File: src/rtl/lsad_pkg.sv
// shared types and constants for the load/store address decode unit
`default_nettype none

package lsad_pkg;

  // cache block size in bytes, a power of two
  localparam int unsigned CACHE_LINE_BYTES = 128;
  localparam logic [63:0] LINE_MASK = ~(64'(CACHE_LINE_BYTES) - 64'd1);
  localparam logic [7:0]  LINE_BYTES = 8'(CACHE_LINE_BYTES);

  // cap for length-in-register vector forms
  localparam logic [7:0] LEN_CAP = 8'd16;

  // primary opcodes
  localparam logic [5:0] OP_X31   = 6'd31;
  localparam logic [5:0] OP_LWZ   = 6'd32;
  localparam logic [5:0] OP_LWZU  = 6'd33;
  localparam logic [5:0] OP_LBZ   = 6'd34;
  localparam logic [5:0] OP_LBZU  = 6'd35;
  localparam logic [5:0] OP_STW   = 6'd36;
  localparam logic [5:0] OP_STWU  = 6'd37;
  localparam logic [5:0] OP_STB   = 6'd38;
  localparam logic [5:0] OP_STBU  = 6'd39;
  localparam logic [5:0] OP_LHZ   = 6'd40;
  localparam logic [5:0] OP_LHZU  = 6'd41;
  localparam logic [5:0] OP_LHA   = 6'd42;
  localparam logic [5:0] OP_LHAU  = 6'd43;
  localparam logic [5:0] OP_STH   = 6'd44;
  localparam logic [5:0] OP_STHU  = 6'd45;
  localparam logic [5:0] OP_LMW   = 6'd46;
  localparam logic [5:0] OP_STMW  = 6'd47;
  localparam logic [5:0] OP_LFS   = 6'd48;
  localparam logic [5:0] OP_LFSU  = 6'd49;
  localparam logic [5:0] OP_LFD   = 6'd50;
  localparam logic [5:0] OP_LFDU  = 6'd51;
  localparam logic [5:0] OP_STFS  = 6'd52;
  localparam logic [5:0] OP_STFSU = 6'd53;
  localparam logic [5:0] OP_STFD  = 6'd54;
  localparam logic [5:0] OP_STFDU = 6'd55;
  localparam logic [5:0] OP_LQ    = 6'd56;
  localparam logic [5:0] OP_DS57  = 6'd57;
  localparam logic [5:0] OP_DS58  = 6'd58;
  localparam logic [5:0] OP_DQ61  = 6'd61;
  localparam logic [5:0] OP_DS62  = 6'd62;

  // what gets added to the base register
  typedef enum logic [2:0] {
    ADD_D    = 3'd0,
    ADD_DS   = 3'd1,
    ADD_DQ   = 3'd2,
    ADD_RB   = 3'd3,
    ADD_ZERO = 3'd4
  } add_sel_t;

  // low address bits cleared after the add
  typedef enum logic [2:0] {
    MASK_NONE = 3'd0,
    MASK_2    = 3'd1,
    MASK_4    = 3'd2,
    MASK_16   = 3'd3,
    MASK_LINE = 3'd4
  } mask_sel_t;

  // decode result handed to the address generator
  typedef struct packed {
    logic       is_access;
    logic       unsupported;
    logic       len_form;
    logic       multiple;
    add_sel_t   add_sel;
    mask_sel_t  mask_sel;
    logic [7:0] bytes;
  } dec_t;

endpackage

`default_nettype wire

File: src/rtl/lsad_decode.sv
// instruction classification: access form, size, addend and alignment
`default_nettype none

module lsad_decode (
  input  wire logic [31:0]   instruction,
  output lsad_pkg::dec_t     dec
);

  logic [5:0] opc;
  logic [9:0] xo;
  logic [1:0] s2;
  logic [2:0] s3;

  assign opc = instruction[31:26];
  assign xo  = instruction[10:1];
  assign s2  = instruction[1:0];
  assign s3  = instruction[2:0];

  always_comb begin
    dec             = '0;
    dec.add_sel     = lsad_pkg::ADD_D;
    dec.mask_sel    = lsad_pkg::MASK_NONE;
    case (opc)
      // indexed forms, classified by extended opcode
      lsad_pkg::OP_X31: begin
        dec.add_sel   = lsad_pkg::ADD_RB;
        dec.is_access = 1'b1;
        case (xo)
          // byte accesses
          7, 135, 781, 909, 52, 694, 87, 119, 215, 247, 853, 981:
            dec.bytes = 8'd1;
          // vector element halfword
          39, 167: begin
            dec.bytes    = 8'd2;
            dec.mask_sel = lsad_pkg::MASK_2;
          end
          // vector element word
          71, 199: begin
            dec.bytes    = 8'd4;
            dec.mask_sel = lsad_pkg::MASK_4;
          end
          // full vector, quadword aligned
          103, 231, 359, 487: begin
            dec.bytes    = 8'd16;
            dec.mask_sel = lsad_pkg::MASK_16;
          end
          // length taken from the index register
          269, 301, 397, 429: begin
            dec.len_form = 1'b1;
            dec.add_sel  = lsad_pkg::ADD_ZERO;
          end
          // halfword accesses
          813, 941, 116, 726, 279, 311, 343, 375, 407, 439, 790, 918, 821, 949:
            dec.bytes = 8'd2;
          // word accesses
          12, 76, 140, 364, 524, 652, 20, 150, 23, 151, 55, 341, 373, 183,
          534, 662, 789, 917, 535, 567, 663, 695, 855, 887, 983:
            dec.bytes = 8'd4;
          // doubleword accesses
          332, 588, 716, 84, 214, 21, 149, 53, 181, 532, 660, 885, 1013,
          309, 599, 631, 727, 759:
            dec.bytes = 8'd8;
          // quadword accesses
          268, 396, 780, 908, 812, 940, 844, 972, 876, 1004, 276, 182, 791, 919:
            dec.bytes = 8'd16;
          // cache block ops, block aligned
          22, 54, 86, 246, 278, 982, 1014: begin
            dec.bytes    = lsad_pkg::LINE_BYTES;
            dec.mask_sel = lsad_pkg::MASK_LINE;
          end
          // cache block copy and paste, unaligned
          774, 902:
            dec.bytes = lsad_pkg::LINE_BYTES;
          // string and atomic memory forms
          533, 661, 597, 725, 582, 710, 614, 742: begin
            dec.is_access   = 1'b0;
            dec.unsupported = 1'b1;
          end
          default:
            dec.is_access = 1'b0;
        endcase
      end
      // DS form, vector scalar loads
      lsad_pkg::OP_DS57: begin
        dec.add_sel = lsad_pkg::ADD_DS;
        case (s2)
          2'd0: begin dec.bytes = 8'd16; dec.is_access = 1'b1; end
          2'd2: begin dec.bytes = 8'd8;  dec.is_access = 1'b1; end
          2'd3: begin dec.bytes = 8'd4;  dec.is_access = 1'b1; end
          default: dec.is_access = 1'b0;
        endcase
      end
      // DS form, doubleword and word loads
      lsad_pkg::OP_DS58: begin
        dec.add_sel = lsad_pkg::ADD_DS;
        if (s2 inside {2'd0, 2'd1}) begin
          dec.bytes     = 8'd8;
          dec.is_access = 1'b1;
        end else if (s2 == 2'd2) begin
          dec.bytes     = 8'd4;
          dec.is_access = 1'b1;
        end
      end
      // DQ and DS forms, vector scalar stores
      lsad_pkg::OP_DQ61: begin
        dec.is_access = 1'b1;
        if (s3 inside {3'd1, 3'd5}) begin
          dec.add_sel = lsad_pkg::ADD_DQ;
          dec.bytes   = 8'd16;
        end else begin
          dec.add_sel = lsad_pkg::ADD_DS;
          case (s3[1:0])
            2'd0:    dec.bytes = 8'd16;
            2'd2:    dec.bytes = 8'd8;
            default: dec.bytes = 8'd4;
          endcase
        end
      end
      // DS form, doubleword and quadword stores
      lsad_pkg::OP_DS62: begin
        dec.add_sel = lsad_pkg::ADD_DS;
        if (s2 inside {2'd0, 2'd1}) begin
          dec.bytes     = 8'd8;
          dec.is_access = 1'b1;
        end else if (s2 == 2'd2) begin
          dec.bytes     = 8'd16;
          dec.is_access = 1'b1;
        end
      end
      // D form words and floats
      lsad_pkg::OP_LWZ, lsad_pkg::OP_LWZU, lsad_pkg::OP_STW, lsad_pkg::OP_STWU,
      lsad_pkg::OP_LFS, lsad_pkg::OP_LFSU, lsad_pkg::OP_STFS, lsad_pkg::OP_STFSU: begin
        dec.bytes     = 8'd4;
        dec.is_access = 1'b1;
      end
      // D form bytes
      lsad_pkg::OP_LBZ, lsad_pkg::OP_LBZU, lsad_pkg::OP_STB, lsad_pkg::OP_STBU: begin
        dec.bytes     = 8'd1;
        dec.is_access = 1'b1;
      end
      // D form halfwords
      lsad_pkg::OP_LHZ, lsad_pkg::OP_LHZU, lsad_pkg::OP_LHA, lsad_pkg::OP_LHAU,
      lsad_pkg::OP_STH, lsad_pkg::OP_STHU: begin
        dec.bytes     = 8'd2;
        dec.is_access = 1'b1;
      end
      // D form doubles
      lsad_pkg::OP_LFD, lsad_pkg::OP_LFDU, lsad_pkg::OP_STFD, lsad_pkg::OP_STFDU: begin
        dec.bytes     = 8'd8;
        dec.is_access = 1'b1;
      end
      // DQ form quadword load
      lsad_pkg::OP_LQ: begin
        dec.add_sel   = lsad_pkg::ADD_DQ;
        dec.bytes     = 8'd16;
        dec.is_access = 1'b1;
      end
      // load and store multiple, size follows RT
      lsad_pkg::OP_LMW, lsad_pkg::OP_STMW: begin
        dec.multiple  = 1'b1;
        dec.is_access = 1'b1;
      end
      default: dec.is_access = 1'b0;
    endcase
  end

endmodule

`default_nettype wire

File: src/rtl/lsad_agen.sv
// effective address adder, alignment and final size selection
`default_nettype none

module lsad_agen (
  input  wire logic [31:0]    instruction,
  input  wire logic [63:0]    base_value,
  input  wire logic [63:0]    index_value,
  input  wire lsad_pkg::dec_t dec,
  output logic [63:0]         effective_address,
  output logic [7:0]          access_bytes
);

  logic [63:0] base;
  logic [63:0] addend;
  logic [63:0] sum;
  logic [63:0] mask;
  logic [7:0]  len_bytes;
  logic [7:0]  mult_bytes;
  logic [7:0]  bytes;

  // base register reads as zero when the RA field is zero
  assign base = (instruction[20:16] != 5'd0) ? base_value : 64'd0;

  // sign-extended displacement, index register or zero
  always_comb begin
    case (dec.add_sel)
      lsad_pkg::ADD_D:    addend = {{48{instruction[15]}}, instruction[15:0]};
      lsad_pkg::ADD_DS:   addend = {{48{instruction[15]}}, instruction[15:2], 2'b00};
      lsad_pkg::ADD_DQ:   addend = {{48{instruction[15]}}, instruction[15:4], 4'b0000};
      lsad_pkg::ADD_RB:   addend = index_value;
      default:            addend = 64'd0;
    endcase
  end

  assign sum = base + addend;

  // clear low bits for element, full vector and cache block forms
  always_comb begin
    case (dec.mask_sel)
      lsad_pkg::MASK_2:    mask = ~64'h1;
      lsad_pkg::MASK_4:    mask = ~64'h3;
      lsad_pkg::MASK_16:   mask = ~64'hf;
      lsad_pkg::MASK_LINE: mask = lsad_pkg::LINE_MASK;
      default:             mask = '1;
    endcase
  end

  // length from the top byte of RB, capped; multiple is four bytes per register
  assign len_bytes  = (index_value[63:56] > lsad_pkg::LEN_CAP) ?
                      lsad_pkg::LEN_CAP : index_value[63:56];
  assign mult_bytes = {6'd32 - {1'b0, instruction[25:21]}, 2'b00};

  always_comb begin
    if (dec.len_form) begin
      bytes = len_bytes;
    end else if (dec.multiple) begin
      bytes = mult_bytes;
    end else begin
      bytes = dec.bytes;
    end
  end

  // non-accesses report zero address and size
  assign effective_address = dec.is_access ? (sum & mask) : 64'd0;
  assign access_bytes      = dec.is_access ? bytes : 8'd0;

endmodule

`default_nettype wire

File: src/rtl/load_store_address_decode_unit.sv
// top level: request register, decode and address generation, result register
// a request is held in the request register, and its result becomes valid in the result register
// throughput: one request per cycle while the output is not stalled; decode and the 64-bit address add sit
//   between the two register stages
// a request is still taken while a finished result waits on a stalled output, if the request register is empty
// reset: synchronous active-low rst_n clears both stage valid bits; no other state
`default_nettype none

module load_store_address_decode_unit (
  input  wire logic        clk,
  input  wire logic        rst_n,
  input  wire logic        in_valid,
  output logic             in_stall,
  input  wire logic [31:0] in_instruction,
  input  wire logic [63:0] in_base_value,
  input  wire logic [63:0] in_index_value,
  output logic             out_valid,
  input  wire logic        out_stall,
  output logic             out_is_access,
  output logic             out_unsupported,
  output logic [63:0]      out_effective_address,
  output logic [7:0]       out_access_bytes
);

  logic           s1_valid_r;
  logic [31:0]    s1_instr_r;
  logic [63:0]    s1_base_r;
  logic [63:0]    s1_index_r;
  logic           out_valid_r;
  logic           out_is_access_r;
  logic           out_unsupported_r;
  logic [63:0]    out_ea_r;
  logic [7:0]     out_bytes_r;
  logic           s1_valid_nxt;
  logic           out_valid_nxt;
  logic           out_adv;
  logic           in_take;
  lsad_pkg::dec_t dec;
  logic [63:0]    ea;
  logic [7:0]     bytes;

  // result register can load when empty or being drained
  assign out_adv  = !out_valid_r || !out_stall;
  assign in_stall = s1_valid_r && !out_adv;
  assign in_take  = in_valid && !in_stall;

  assign s1_valid_nxt  = in_take || (s1_valid_r && !out_adv);
  assign out_valid_nxt = (s1_valid_r && out_adv) || (out_valid_r && out_stall);

  // stage valid bits
  always_ff @(posedge clk) begin
    if (!rst_n) begin
      s1_valid_r  <= 1'b0;
      out_valid_r <= 1'b0;
    end else begin
      s1_valid_r  <= s1_valid_nxt;
      out_valid_r <= out_valid_nxt;
    end
  end

  // request register
  always_ff @(posedge clk) begin
    if (in_take) begin
      s1_instr_r <= in_instruction;
      s1_base_r  <= in_base_value;
      s1_index_r <= in_index_value;
    end
  end

  lsad_decode u_decode (
    .instruction (s1_instr_r),
    .dec         (dec)
  );

  lsad_agen u_agen (
    .instruction       (s1_instr_r),
    .base_value        (s1_base_r),
    .index_value       (s1_index_r),
    .dec               (dec),
    .effective_address (ea),
    .access_bytes      (bytes)
  );

  // result register
  always_ff @(posedge clk) begin
    if (s1_valid_r && out_adv) begin
      out_is_access_r   <= dec.is_access;
      out_unsupported_r <= dec.unsupported;
      out_ea_r          <= ea;
      out_bytes_r       <= bytes;
    end
  end

  assign out_valid             = out_valid_r;
  assign out_is_access         = out_is_access_r;
  assign out_unsupported       = out_unsupported_r;
  assign out_effective_address = out_ea_r;
  assign out_access_bytes      = out_bytes_r;

  // unsupported forms are never reported as accesses
  a_unsup_excl: assert property (@(posedge clk) disable iff (!rst_n)
    out_valid_r |-> !(out_is_access_r && out_unsupported_r))
    else $error("unsupported form reported as access");

  // non-accesses carry zero address and size
  a_zero_non_access: assert property (@(posedge clk) disable iff (!rst_n)
    (out_valid_r && !out_is_access_r) |-> (out_ea_r == 64'd0 && out_bytes_r == 8'd0))
    else $error("non-access result has nonzero address or size");

  // input only stalls when a request is held
  a_stall_held: assert property (@(posedge clk) disable iff (!rst_n)
    in_stall |-> s1_valid_r)
    else $error("input stalled with empty request register");

  // a request leaving the first stage lands in the result register
  a_move: assert property (@(posedge clk) disable iff (!rst_n)
    (s1_valid_r && out_adv) |=> out_valid_r)
    else $error("request lost between stages");

endmodule

`default_nettype wire

File: config.mk
export PLATFORM = sky130hd
export DESIGN_NAME = load_store_address_decode_unit
export DESIGN_NICKNAME = d
export VERILOG_FILES = /design/src/rtl/lsad_pkg.sv /design/src/rtl/lsad_decode.sv /design/src/rtl/lsad_agen.sv /design/src/rtl/load_store_address_decode_unit.sv
export SDC_FILE = /design/constraint.sdc
export NUM_CORES = 1
export LEC_CHECK = 0
export BUFFER_PORTS_ARGS = -buffer_cell sky130_fd_sc_hd__buf_2
export CORE_MARGIN = 5
export CORE_UTILIZATION = 46
export DETAILED_ROUTE_END_ITERATION = 16
export GPL_TIMING_DRIVEN = 0
export PLACE_DENSITY = 0.7
export SYNTH_ARGS = -nofsm -noshare
export SYNTH_HDL_FRONTEND = slang
export SYNTH_HIERARCHICAL = 1
export SYNTH_SLANG_ARGS = --single-unit
File: constraint.sdc
create_clock -name clk -period 8.28 [get_ports clk]
set_input_delay 0.828 -clock clk [delete_from_list [all_inputs] [get_ports clk]]
set_output_delay 0.828 -clock clk [all_outputs]
set_load 0.1 [all_outputs]
==> results of run 1 <==
-- cell type report --
| cell class | count | share of cell area |
|---|---|---|
| timing repair buffer | 245 | 0.0781 |
| clock inverter | 17 | 0.0105 |
| clock buffer | 29 | 0.0393 |
| multi-input combinational | 952 | 0.392 |
| tap | 396 | 0.0294 |
| inverter | 30 | 0.00668 |
| sequential | 236 | 0.419 |
| buffer | 84 | 0.0251 |
-- flip-flops by register name, summed over array words and instances, names as in the netlist --
name	cells
out_effective_address	64
s1_base_r	64
out_unsupported	1
s1_instr_r	32
s1_valid_r	1
out_is_access	1
s1_index_r	64
out_valid	1
out_access_bytes	8
-- layer usage --
layer | GRT usage | vias up | share of wire
met3 | 0.0326 | 63 | 0.067
met2 | 0.358 | 395 | 0.47
met1 | 0.302 | 5266 | 0.44
li1 | - | 5379 | -
met5 | 0 | - | 0.00033
met4 | 0.0630 | 2 | 0.029
-- worst max-delay path: stages, from the launching register on --
cell and delay (ns):
edfxtp_1 0.46, clkbuf_1 0.38, nor2b_1 0.35, nand4b_1 0.30, nand2b_1 0.19, o211ai_1 0.25
and2_1 0.23, clkbuf_1 0.16, nor3b_1 0.95, clkbuf_1 0.65, clkbuf_1 0.45, a21o_1 0.14
ha_1 0.12, clkbuf_1 0.29, nand2_1 0.18, nor3_1 0.37, nand3_1 0.13, a2111oi_0 0.48
a211o_1 0.29, a21o_1 0.18, xnor2_1 0.06, and2_1 0.16
-- where the power goes --
part	leakage, µW	internal (µW)	switching [µW]
clock network	0.000397	644	488
logic	0.00426	260	523
registers	0.00226	1400	27.6
total	0.00692	2310	1040
-- cell families (layout without fill, tap and decap cells) --
| logic type | Yosys count | after routing | share of synthesized area |
|---|---|---|---|
| XOR/XNOR | 61 | 61 | 0.0377 |
| adder cells (fa/ha/maj) | 66 | 66 | 0.0586 |
| AND/OR/NAND/NOR | 451 | 451 | 0.179 |
| AO/OA/AOI/OAI | 360 | 360 | 0.180 |
| multiplexers | 12 | 12 | 0.00856 |
| flip-flops | 236 | 236 | 0.498 |
| other | 1 | 2 | 0.000264 |
| buffers and inverters | 114 | 405 | 0.0378 |
-- cells in the final DEF, fill, tap and decap left out, types with 8 or more instances in the layout --
cell         n
o21bai_1    15
a21oi_1     94
a31oi_1     10
mux2i_1     11
xor2_1      23
o21ai_0     39
clkbuf_1    49
nor3_1      22
edfxtp_1   234
a211oi_1     8
buf_2      261
xnor2_1     38
o21ai_1     15
nor2b_1     82
nand3_1     21
inv_1       29
nand2b_1    16
and3_1       9
nand4_1     18
and2_1      57
ha_1        64
nor2_1      58
nand4b_1     8
o21a_1      10
clkbuf_16   26
nand2_1    109
a21o_1      87
-- worst max-delay path by stage --
stage | slack [ns] | cells past startpoint | from | end
after CTS | 1.25 | 21 | s1_instr_r[9]$_DFFE_PP_ | out_effective_address[61]$_DFFE_PP_
after global routing | 0.84 | 21 | s1_instr_r[9]$_DFFE_PP_ | out_effective_address[61]$_DFFE_PP_
after detailed placement | 1.37 | 21 | s1_instr_r[9]$_DFFE_PP_ | out_effective_address[61]$_DFFE_PP_
after global placement | -1.76 | 2 | out_stall | out_effective_address[50]$_DFFE_PP_
final | 1.23 | 21 | s1_instr_r[9]$_DFFE_PP_ | out_effective_address[49]$_DFFE_PP_
after floorplan | 1.47 | 1 | out_valid$_SDFF_PN0_ | out_access_bytes[0]$_DFFE_PP_
-- stage by stage --
stage	utilization	hold slack, ns
after detailed placement	0.525	0.512
after global routing	0.552	0.429
final	0.552	0.449
after floorplan	-	0.475
after global placement	0.520	0.488
after CTS	0.552	0.421
==> Implementation_results.wiki, run 1 <==
{| class="wikitable"
! Metric !! Value
|-
| Cell area after layout || between 0.015 and 0.02 mm²
|-
| Weighted congestion at the end of routability-driven global placement || just under 1
|-
| Portion of the post-synthesis area used by sequential elements || 0.498
|-
| # nets final || 1804
|-
| Storage element area || 0.00707 mm²
|-
| Maximum number of pins on one net before global-route repair || 39
|-
| Launch instance of the worst min-delay path || in_instruction[2]
|-
| Final hold violation count || 0
|-
| First-pass GRT wire length || 59500 µm
|-
| Total negative slack || 0 ns
|-
| Number of instances on the worst hold path || 1
|-
| Area of the core || between 0.03 and 0.04 mm²
|-
| Iteration-0 DRC count of the detailed router || between 900 and 1000
|-
| Clock latency reported for the late side of the worst-skew pair || roughly 0.55 ns
|-
| Total length of routed wires || 39100 µm
|-
| Count of vias placed by the detailed router || 11100
|-
| Setup bufs post-CTS || 0
|-
| Peak fanout along the critical path || 10
|-
| Detailed-route wire length per cell || 19.7 µm
|-
| Post-synth cell types || 102
|-
| Area of the mapped netlist || between 0.01 and 0.015 mm²
|-
| Signal arrival time at the worst endpoint || 7.34 ns
|-
| Hold crit path type || input pin to register
|-
| Fmax || roughly 140 MHz
|-
| FF-to-FF setup slack || 1.23 ns
|-
| DRT antenna net count || 0
|-
| Worst setup margin || 1.23 ns
|-
| Endpoint, Worst Hold || s1_instr_r[2]$_DFFE_PP_
|-
| Largest cells by area after synthesis || edfxtp_1 (50%), ha_1 (5.6%), a21o_1 (4.6%)
|-
| Worst voltage drop across the vdd grid || 0.182 mV
|-
| Overflow after GRT || 0
|-
| Post-DR vias/cell || ~5.6
|-
| Count of flip-flops with a built-in enable after synthesis || around 230
|-
| Static Leak || between 0.006 and 0.007 µW
|-
| DP Cell Count || around 1900
|-
| Fraction of final layout cells sized beyond drive strength 1 || 0.232
|-
| FFs w/ async S/R, synth || 0
|-
| Area added between synthesis and finish || 18.9%
|-
| Top-area cell type share of the netlist area || 0.496
|-
| Relative slew slack || 0.220
|-
| Start of the worst register-to-register path || s1_instr_r[9]$_DFFE_PP_
|-
| Post-CTS clock slew at the launch and capture registers of the worst setup and hold paths || about 0.07 ns
|-
| First-pass iteration count of the detailed router || 5
|-
| Detail Placement HPWL || 29900 µm
|-
| Slew at the pin with the worst max-slew slack || 1.17 ns
|-
| Residual DRC || 0
|-
| Number of buffers inserted for hold repair after clock tree synthesis || 0
|-
| Diode count || 0
|-
| Number of cells upsized or downsized after cts || 0
|-
| Most used standard cells in the synthesized netlist || edfxtp_1 (234), nand2_1 (109), a21oi_1 (94)
|-
| Area of the multi-input gates || between 0.006 and 0.007 mm²
|-
| Top cell type by total area after synthesis || edfxtp_1
|-
| Root Driver || clkbuf_16
|-
| Post-Place Worst Slack || 1.37 ns
|-
| Fill cell count || 2605
|-
| Buffer depth of the longest clock path || 3
|-
| Die Footprint || 0.0344 mm²
|-
| Count of synthesis-stage warnings from yosys || 6
|-
| Initial antenna violation count || 1
|-
| Pwr/cell area || 198 mW/mm²
|-
| Height of the die || 186 µm
|-
| Power after layout || 3340 µW
|-
| Number of CTS-inserted buffers || 26
|-
| Max Cap Viol || 0
|-
| Final Instance Count excl. Fillers || 1989
|-
| Port Buf Inserts || 239
|-
| Slew Limit Fails || 0
|-
| IO Pins || 240
|-
| TritonCTS clock tree || built
|-
| Number of storage elements in the synthesis netlist || 236
|-
| Final worst path period share || 0.851
|-
| Register-to-Register Path Depth || 21
|-
| Setup repair after global routing missed its margin || no
|-
| Number of standard cells after synthesis || 1301
|-
| Final Critical Period || 7.05 ns
|-
| Most instantiated library cell after synthesis || edfxtp_1
|-
| Primary flip-flop cell chosen by synthesis mapping || edfxtp_1
|-
| Number of global-route vias before repair || 10900
|-
| Standard-cell rows || 64
|-
| # clock sinks || around 240
|-
| Crit path launch type || register
|-
| Total routing usage reported by global routing || 0.218
|-
| Dpl cell area || between 0.015 and 0.02 mm²
|-
| Post-route clock skew || about 0.015 ns
|-
| Initial Util || 0.465
|-
| H-tree depth || 1
|-
| Critical register-to-register path endpoint || out_effective_address[49]$_DFFE_PP_
|-
| Start-to-end type of the worst setup path || register to register
|-
| Crit. End Element || register
|-
| Floorplan die width || 186 µm
|-
| Avg Cell Area, Syn || 10.9 µm²
|-
| Result of the run || finished clean
|-
| Required time of the worst setup path || 8.57 ns
|-
| Setup violation total in the final timing report || 0
|}
Power figures use the tool's default switching activity.
==> run 2: changes to the inputs <==
--- a/config.mk
+++ b/config.mk
@@ -11,6 +11,7 @@
 export DETAILED_ROUTE_END_ITERATION = 16
 export GPL_TIMING_DRIVEN = 0
 export PLACE_DENSITY = 0.7
+export REMOVE_ABC_BUFFERS = 1
 export SYNTH_ARGS = -nofsm -noshare
 export SYNTH_HDL_FRONTEND = slang
 export SYNTH_HIERARCHICAL = 1
==> Implementation_results.wiki, run 2 (synthesis results as in run 1) <==
{| class="wikitable"
! Metric !! Value
|-
| Required time of the worst setup path || ~8.6 ns
|-
| Fmax || between 100 and 150 MHz
|-
| Start-to-end type of the worst setup path || register to register
|-
| Biggest cell delay along the critical path || 1.05 ns
|-
| Clock latency reported for the late side of the worst-skew pair || 0.54 ns
|-
| Detailed-route wire length per cell || 19.3 µm
|-
| Static Leak || 0.00681 µW
|-
| Result of the run || finished clean
|-
| Number of global-route vias before repair || 10400
|-
| Signal arrival time at the worst endpoint || 7.02 ns
|-
| Net switching power || 1010 µW
|-
| Weighted congestion at the end of routability-driven global placement || 0.942
|-
| Area of the core || 0.0305 mm²
|-
| Maximum number of pins on one net before global-route repair || 44
|-
| Count of vias placed by the detailed router || between 10000 and 15000
|-
| Port Buf Inserts || 239
|-
| TritonCTS clock tree || built
|-
| Residual DRC || 0
|-
| H-tree depth || 1
|-
| Launch point of the critical path || s1_instr_r[9]$_DFFE_PP_
|-
| Setup repair after global routing missed its margin || no
|-
| Gate family responsible for the most delay along the worst path || simple AND/OR/NAND/NOR gates
|-
| Setup bufs post-CTS || 0
|-
| Detail Placement HPWL || 27600 µm
|-
| Hold crit path type || input pin to register
|-
| Setup violation total in the final timing report || 0
|-
| Fraction of final layout cells sized beyond drive strength 1 || 0.227
|-
| Fill cell count || 2665
|-
| Root Driver || clkbuf_16
|-
| Critical Path Slowest Stage Cell || edfxtp_1
|-
| Cell Int Power || around 2300 µW
|-
| Max Cap Viol || 0
|-
| Buffer depth of the longest clock path || 3
|-
| Crit. End Element || register
|-
| # nets final || about 1700
|-
| Worst Path Buf+Inv || 1
|-
| Final worst path period share || 0.812
|-
| Switching portion of total power || 0.301
|-
| Iteration-0 DRC count of the detailed router || 928
|-
| Peak fanout along the critical path || 31
|-
| Relative slew slack || 0.281
|-
| Final cell utilization of the core || 0.546
|-
| CP Cell Sequence || nor2b_1 > nand4b_1 > nand2b_1 > o211ai_1 > and2_1 > nor3b_2 > buf_8 > a21o_1 > ha_1 > a21oi_1 > o21ai_0 > a221o_1 > nand2b_1 > nor4_2 > o21ai_2 > a31oi_4 > o311ai_1 > xor2_1 > and2_1
|-
| Total negative slack || 0 ns
|-
| Post-route clock skew || around 0.015 ns
|-
| Dpl cell area || 0.0158 mm²
|-
| Initial antenna violation count || 0
|-
| Area added between synthesis and finish || 17.5%
|-
| Launch instance of the worst min-delay path || in_instruction[7]
|-
| Height of the die || ~190 µm
|-
| Pwr/cell area || 202 mW/mm²
|-
| Final Instance Count excl. Fillers || 1915
|-
| First-pass iteration count of the detailed router || 5
|-
| DP Cell Count || ~1900
|-
| Crit path launch type || register
|-
| Cell area after layout || 0.0167 mm²
|-
| Sequential fraction of design power || 0.431
|-
| Die Footprint || 0.0344 mm²
|-
| # clock sinks || 236
|-
| Final hold violation count || 0
|-
| Final Critical Period || 6.72 ns
|-
| First-pass GRT wire length || 56700 µm
|-
| DRT antenna net count || 0
|-
| Initial Util || 0.465
|-
| Highest-count cells in the layout ignoring fill and taps || buf_2 (239), edfxtp_1 (234), nand2_1 (109)
|-
| IO Pins || 240
|-
| Post-DR vias/cell || 5.62
|-
| Clock power frac || 0.346
|-
| Worst Hold Margin || ~0.46 ns
|-
| Floorplan die width || 186 µm
|-
| Number of cells upsized or downsized after cts || 0
|-
| Overflow after GRT || 0
|-
| Total routing usage reported by global routing || 0.205
|-
| Number of buffers inserted for hold repair after clock tree synthesis || 0
|-
| Start of the worst register-to-register path || s1_instr_r[9]$_DFFE_PP_
|-
| Worst voltage drop across the vdd grid || 0.176 mV
|-
| Diode count || 0
|-
| Post-CTS clock slew at the launch and capture registers of the worst setup and hold paths || 0.06 ns
|-
| Standard-cell rows || 64
|-
| Comb power frac || 0.223
|-
| Total length of routed wires || 37000 µm
|-
| Slew at the pin with the worst max-slew slack || 1.08 ns
|-
| Slew Limit Fails || 0
|-
| Most common cell after layout, fill and taps aside || buf_2
|-
| Number of CTS-inserted buffers || 27
|}
## run 2: changes by cell type in the layout (fill, tap and decap cells not counted), moves of 3 or more
cell / change
clkinvlp_4: -3
clkbuf_1: -46
buf_4: -6
nor2_1: -3
buf_6: -4
buf_2: -22
clkinv_1: +3
buf_16: +4
## run 2: cell type report
type                    count  area (µm²)  area share
multi-input cells         952        6630       0.398
repair buffers            253        1480      0.0891
flip-flops and latches    236        7070       0.424
well taps                 396         495      0.0297
inverters                  30         113     0.00676
clock buffers              30         687      0.0412
clock inverters            18         175      0.0105
## run 2: final timing paths
path                                         endpoint  slack (ns)  cells after the start
hold reg to reg                  out_valid$_SDFF_PN0_        0.54                      2
hold / removal                s1_instr_r[7]$_DFFE_PP_        0.46                      1
setup / recovery  out_effective_address[62]$_DFFE_PP_        1.56                     19
setup reg to reg  out_effective_address[62]$_DFFE_PP_        1.56                     19
## run 2: worst reg2reg max path, stage by stage, from the launching register on
cell and delay (ns):
edfxtp_1 1.05, nor2b_1 0.36, nand4b_1 0.30, nand2b_1 0.22, o211ai_1 0.27, and2_1 0.46, nor3b_2 0.81, buf_8 0.24
a21o_1 0.11, ha_1 0.28, a21oi_1 0.24, o21ai_0 0.15, a221o_1 0.39, nand2b_1 0.17, nor4_2 0.47, o21ai_2 0.21
a31oi_4 0.27, o311ai_1 0.17, xor2_1 0.17, and2_1 0.17
## run 2: through the flow
step	total power, µW	setup WS [ns]
finish	3360	1.56
global route	3500	1.04
CTS	3390	1.53
detailed placement	2210	1.54
global placement	2220	-3.37
floorplan	2030	-0.582
## run 2: layer usage
metal,share of wire,vias up,routed length [µm],track usage
li1,-,5223,-,-
met1,0.44,5129,16300,0.287
met2,0.48,358,17600,0.340
met3,0.057,51,2130,0.0281
met4,0.027,0,993,0.0539
met5,0,-,0,0
## run 2: power by group through the flow
stage          logic (µW)  clock network, µW  registers, µW
2_1_floorplan         391                  0           1640
3_3_place_gp          725                  0           1490
3_5_place_dp          742                  0           1470
4_1_cts               745               1200           1450
5_1_grt               808               1240           1450
6_report              750               1160           1450
==> run 3: changes to the inputs <==
==> constraint.sdc (replaced) <==
create_clock -name clk -period 5.6 [get_ports clk]
set_input_delay 0.56 -clock clk [delete_from_list [all_inputs] [get_ports clk]]
set_output_delay 0.56 -clock clk [all_outputs]
set_load 0.1 [all_outputs]
==> Implementation_results.wiki, run 3 (synthesis results as in run 1) <==
{| class="wikitable"
! Metric !! Value
|-
| Number of buffers inserted for hold repair after clock tree synthesis || 0
|-
| Clock latency reported for the late side of the worst-skew pair || 0.54 ns
|-
| Residual DRC || 0
|-
| Most common cell after layout, fill and taps aside || buf_2
|-
| Max Cap Viol || 0
|-
| Final cell utilization of the core || 0.555
|-
| DRT antenna net count || 0
|-
| Worst Hold Margin || 0.191 ns
|-
| Crit path launch type || register
|-
| Post-CTS clock slew at the launch and capture registers of the worst setup and hold paths || approximately 0.060 ns
|-
| Floorplan die width || 186 µm
|-
| Final worst path period share || 0.963
|-
| Initial Util || 0.465
|-
| Setup repair after global routing missed its margin || no
|-
| Crit. End Element || register
|-
| Biggest cell delay along the critical path || 0.67 ns
|-
| FF-to-FF setup slack || 0.21 ns
|-
| Fraction of final layout cells sized beyond drive strength 1 || 0.245
|-
| Iteration-0 DRC count of the detailed router || 903
|-
| Power after layout || 4990 µW
|-
| Final hold violation count || 0
|-
| Maximum number of pins on one net before global-route repair || 44
|-
| Diode count || 0
|-
| Peak fanout along the critical path || 14
|-
| Pwr/cell area || 294 mW/mm²
|-
| Highest-count cells in the layout ignoring fill and taps || buf_2 (239), edfxtp_1 (234), nand2_1 (108)
|-
| Buffer depth of the longest clock path || 3
|-
| Height of the die || 186 µm
|-
| Static Leak || 0.00698 µW
|-
| TritonCTS clock tree || built
|-
| Result of the run || finished clean
|-
| # clock sinks || 236
|-
| CP Cell Sequence || nand2_1 > or4b_4 > nand2b_1 > o211ai_1 > and2_4 > nor3b_2 > buf_4 > buf_6 > a21o_1 > ha_1 > nand4_1 > nor3_1 > or4b_2 > o21ai_4 > a31oi_4 > o21ai_2 > xnor2_1 > and2_1
|-
| Overflow after GRT || 0
|-
| Start of the worst register-to-register path || s1_instr_r[29]$_DFFE_PP_
|-
| H-tree depth || 1
|-
| Weighted congestion at the end of routability-driven global placement || 0.942
|-
| Final Critical Period || 5.39 ns
|-
| Fmax || 185 MHz
|-
| Area added between synthesis and finish || 19.5%
|-
| Termination of the worst setup path || out_effective_address[59]$_DFFE_PP_
|-
| Area of the core || 0.0305 mm²
|-
| Total routing usage reported by global routing || 0.211
|-
| Signal arrival time at the worst endpoint || ~5.7 ns
|-
| Worst Path Buf+Inv || 2
|-
| Total length of routed wires || 38100 µm
|-
| Die Footprint || 0.0344 mm²
|-
| Initial antenna violation count || 0
|-
| Count of vias placed by the detailed router || 11000
|-
| Number of global-route vias before repair || approximately 11000
|-
| Worst setup margin || 0.206 ns
|-
| Setup violation total in the final timing report || 0
|-
| Required time of the worst setup path || just under 6 ns
|-
| Start-to-end type of the worst setup path || register to register
|-
| Post-route clock skew || 0.0153 ns
|-
| Worst voltage drop across the vdd grid || between 0.2 and 0.3 mV
|-
| First-pass GRT wire length || 57800 µm
|-
| IO Pins || 240
|-
| Root Driver || clkbuf_16
|-
| Post-DR vias/cell || 5.65
|-
| Critical register-to-register path endpoint || out_effective_address[59]$_DFFE_PP_
|-
| Critical Path Slowest Stage Cell || or4b_4
|-
| Launch point of the critical path || s1_instr_r[29]$_DFFE_PP_
|-
| First-pass iteration count of the detailed router || 6
|-
| Levels on crit path || 18
|-
| # nets final || ~1800
|-
| Post-Place Worst Slack || -1.14 ns
|-
| Hold crit path type || input pin to register
|-
| Detail Placement HPWL || ~28000 µm
|-
| Slew at the pin with the worst max-slew slack || about 0.85 ns
|-
| Gate family responsible for the most delay along the worst path || simple AND/OR/NAND/NOR gates
|-
| Number of CTS-inserted buffers || 27
|-
| Relative slew slack || 0.430
|-
| Port Buf Inserts || 239
|-
| Detailed-route wire length per cell || 19.6 µm
|-
| Register-to-Register Path Depth || 18
|-
| Slew Limit Fails || 0
|-
| Standard-cell rows || 64
|}
-- run 3: worst min-delay path by stage --
stage,start,end,cells past startpoint
final,in_instruction[7],s1_instr_r[7]$_DFFE_PP_,1
after global routing,in_base_value[48],s1_base_r[48]$_DFFE_PP_,1
after CTS,in_index_value[49],s1_index_r[49]$_DFFE_PP_,1
after detailed placement,s1_valid_r$_SDFF_PN0_,out_valid$_SDFF_PN0_,2
after global placement,s1_valid_r$_SDFF_PN0_,out_valid$_SDFF_PN0_,2
after floorplan,s1_valid_r$_SDFF_PN0_,out_valid$_SDFF_PN0_,2
-- run 3: per-stage QoR --
step	TNS [ns]	area, µm²	cells
finish	0	16900	1944
global route	0	16900	1944
CTS	-0.0206	16800	1933
detailed placement	-30.65	15800	1867
global placement	-1470.87	15500	1853
floorplan	-670.31	13800	1218
-- run 3: metal layers --
layer  global-route usage  up-vias  share of wire
li1                     -     5290              -
met1                0.292     5179           0.43
met2                0.340      428           0.47
met3               0.0350       77          0.072
met4               0.0705        0          0.035
met5                    0        -              0
-- run 3: layout make-up --
type / instances / area, µm²
sequential: 236 / 7070
clock inverter: 18 / 175
clock buffer: 30 / 687
inverter: 30 / 113
timing repair buffer: 282 / 1720
fill: 2650 / 13600
tap: 396 / 495
multi-input combinational: 952 / 6680
-- run 3: repair_timing --
| item | 4_1_cts | 5_1_grt |
|---|---|---|
| gates cloned | 0 | 0 |
| resized for setup | 7 | 6 |
| setup endpoints to repair | 44 | 28 |
| pin swaps | 3 | 3 |
| buffers inserted | 18 | 11 |
-- run 3: power by group --
part           internal (µW)  total, µW  switching [µW]
Sequential              2070       2120            51.3
Combinational            387       1140             757
Clock                   1020       1720             699
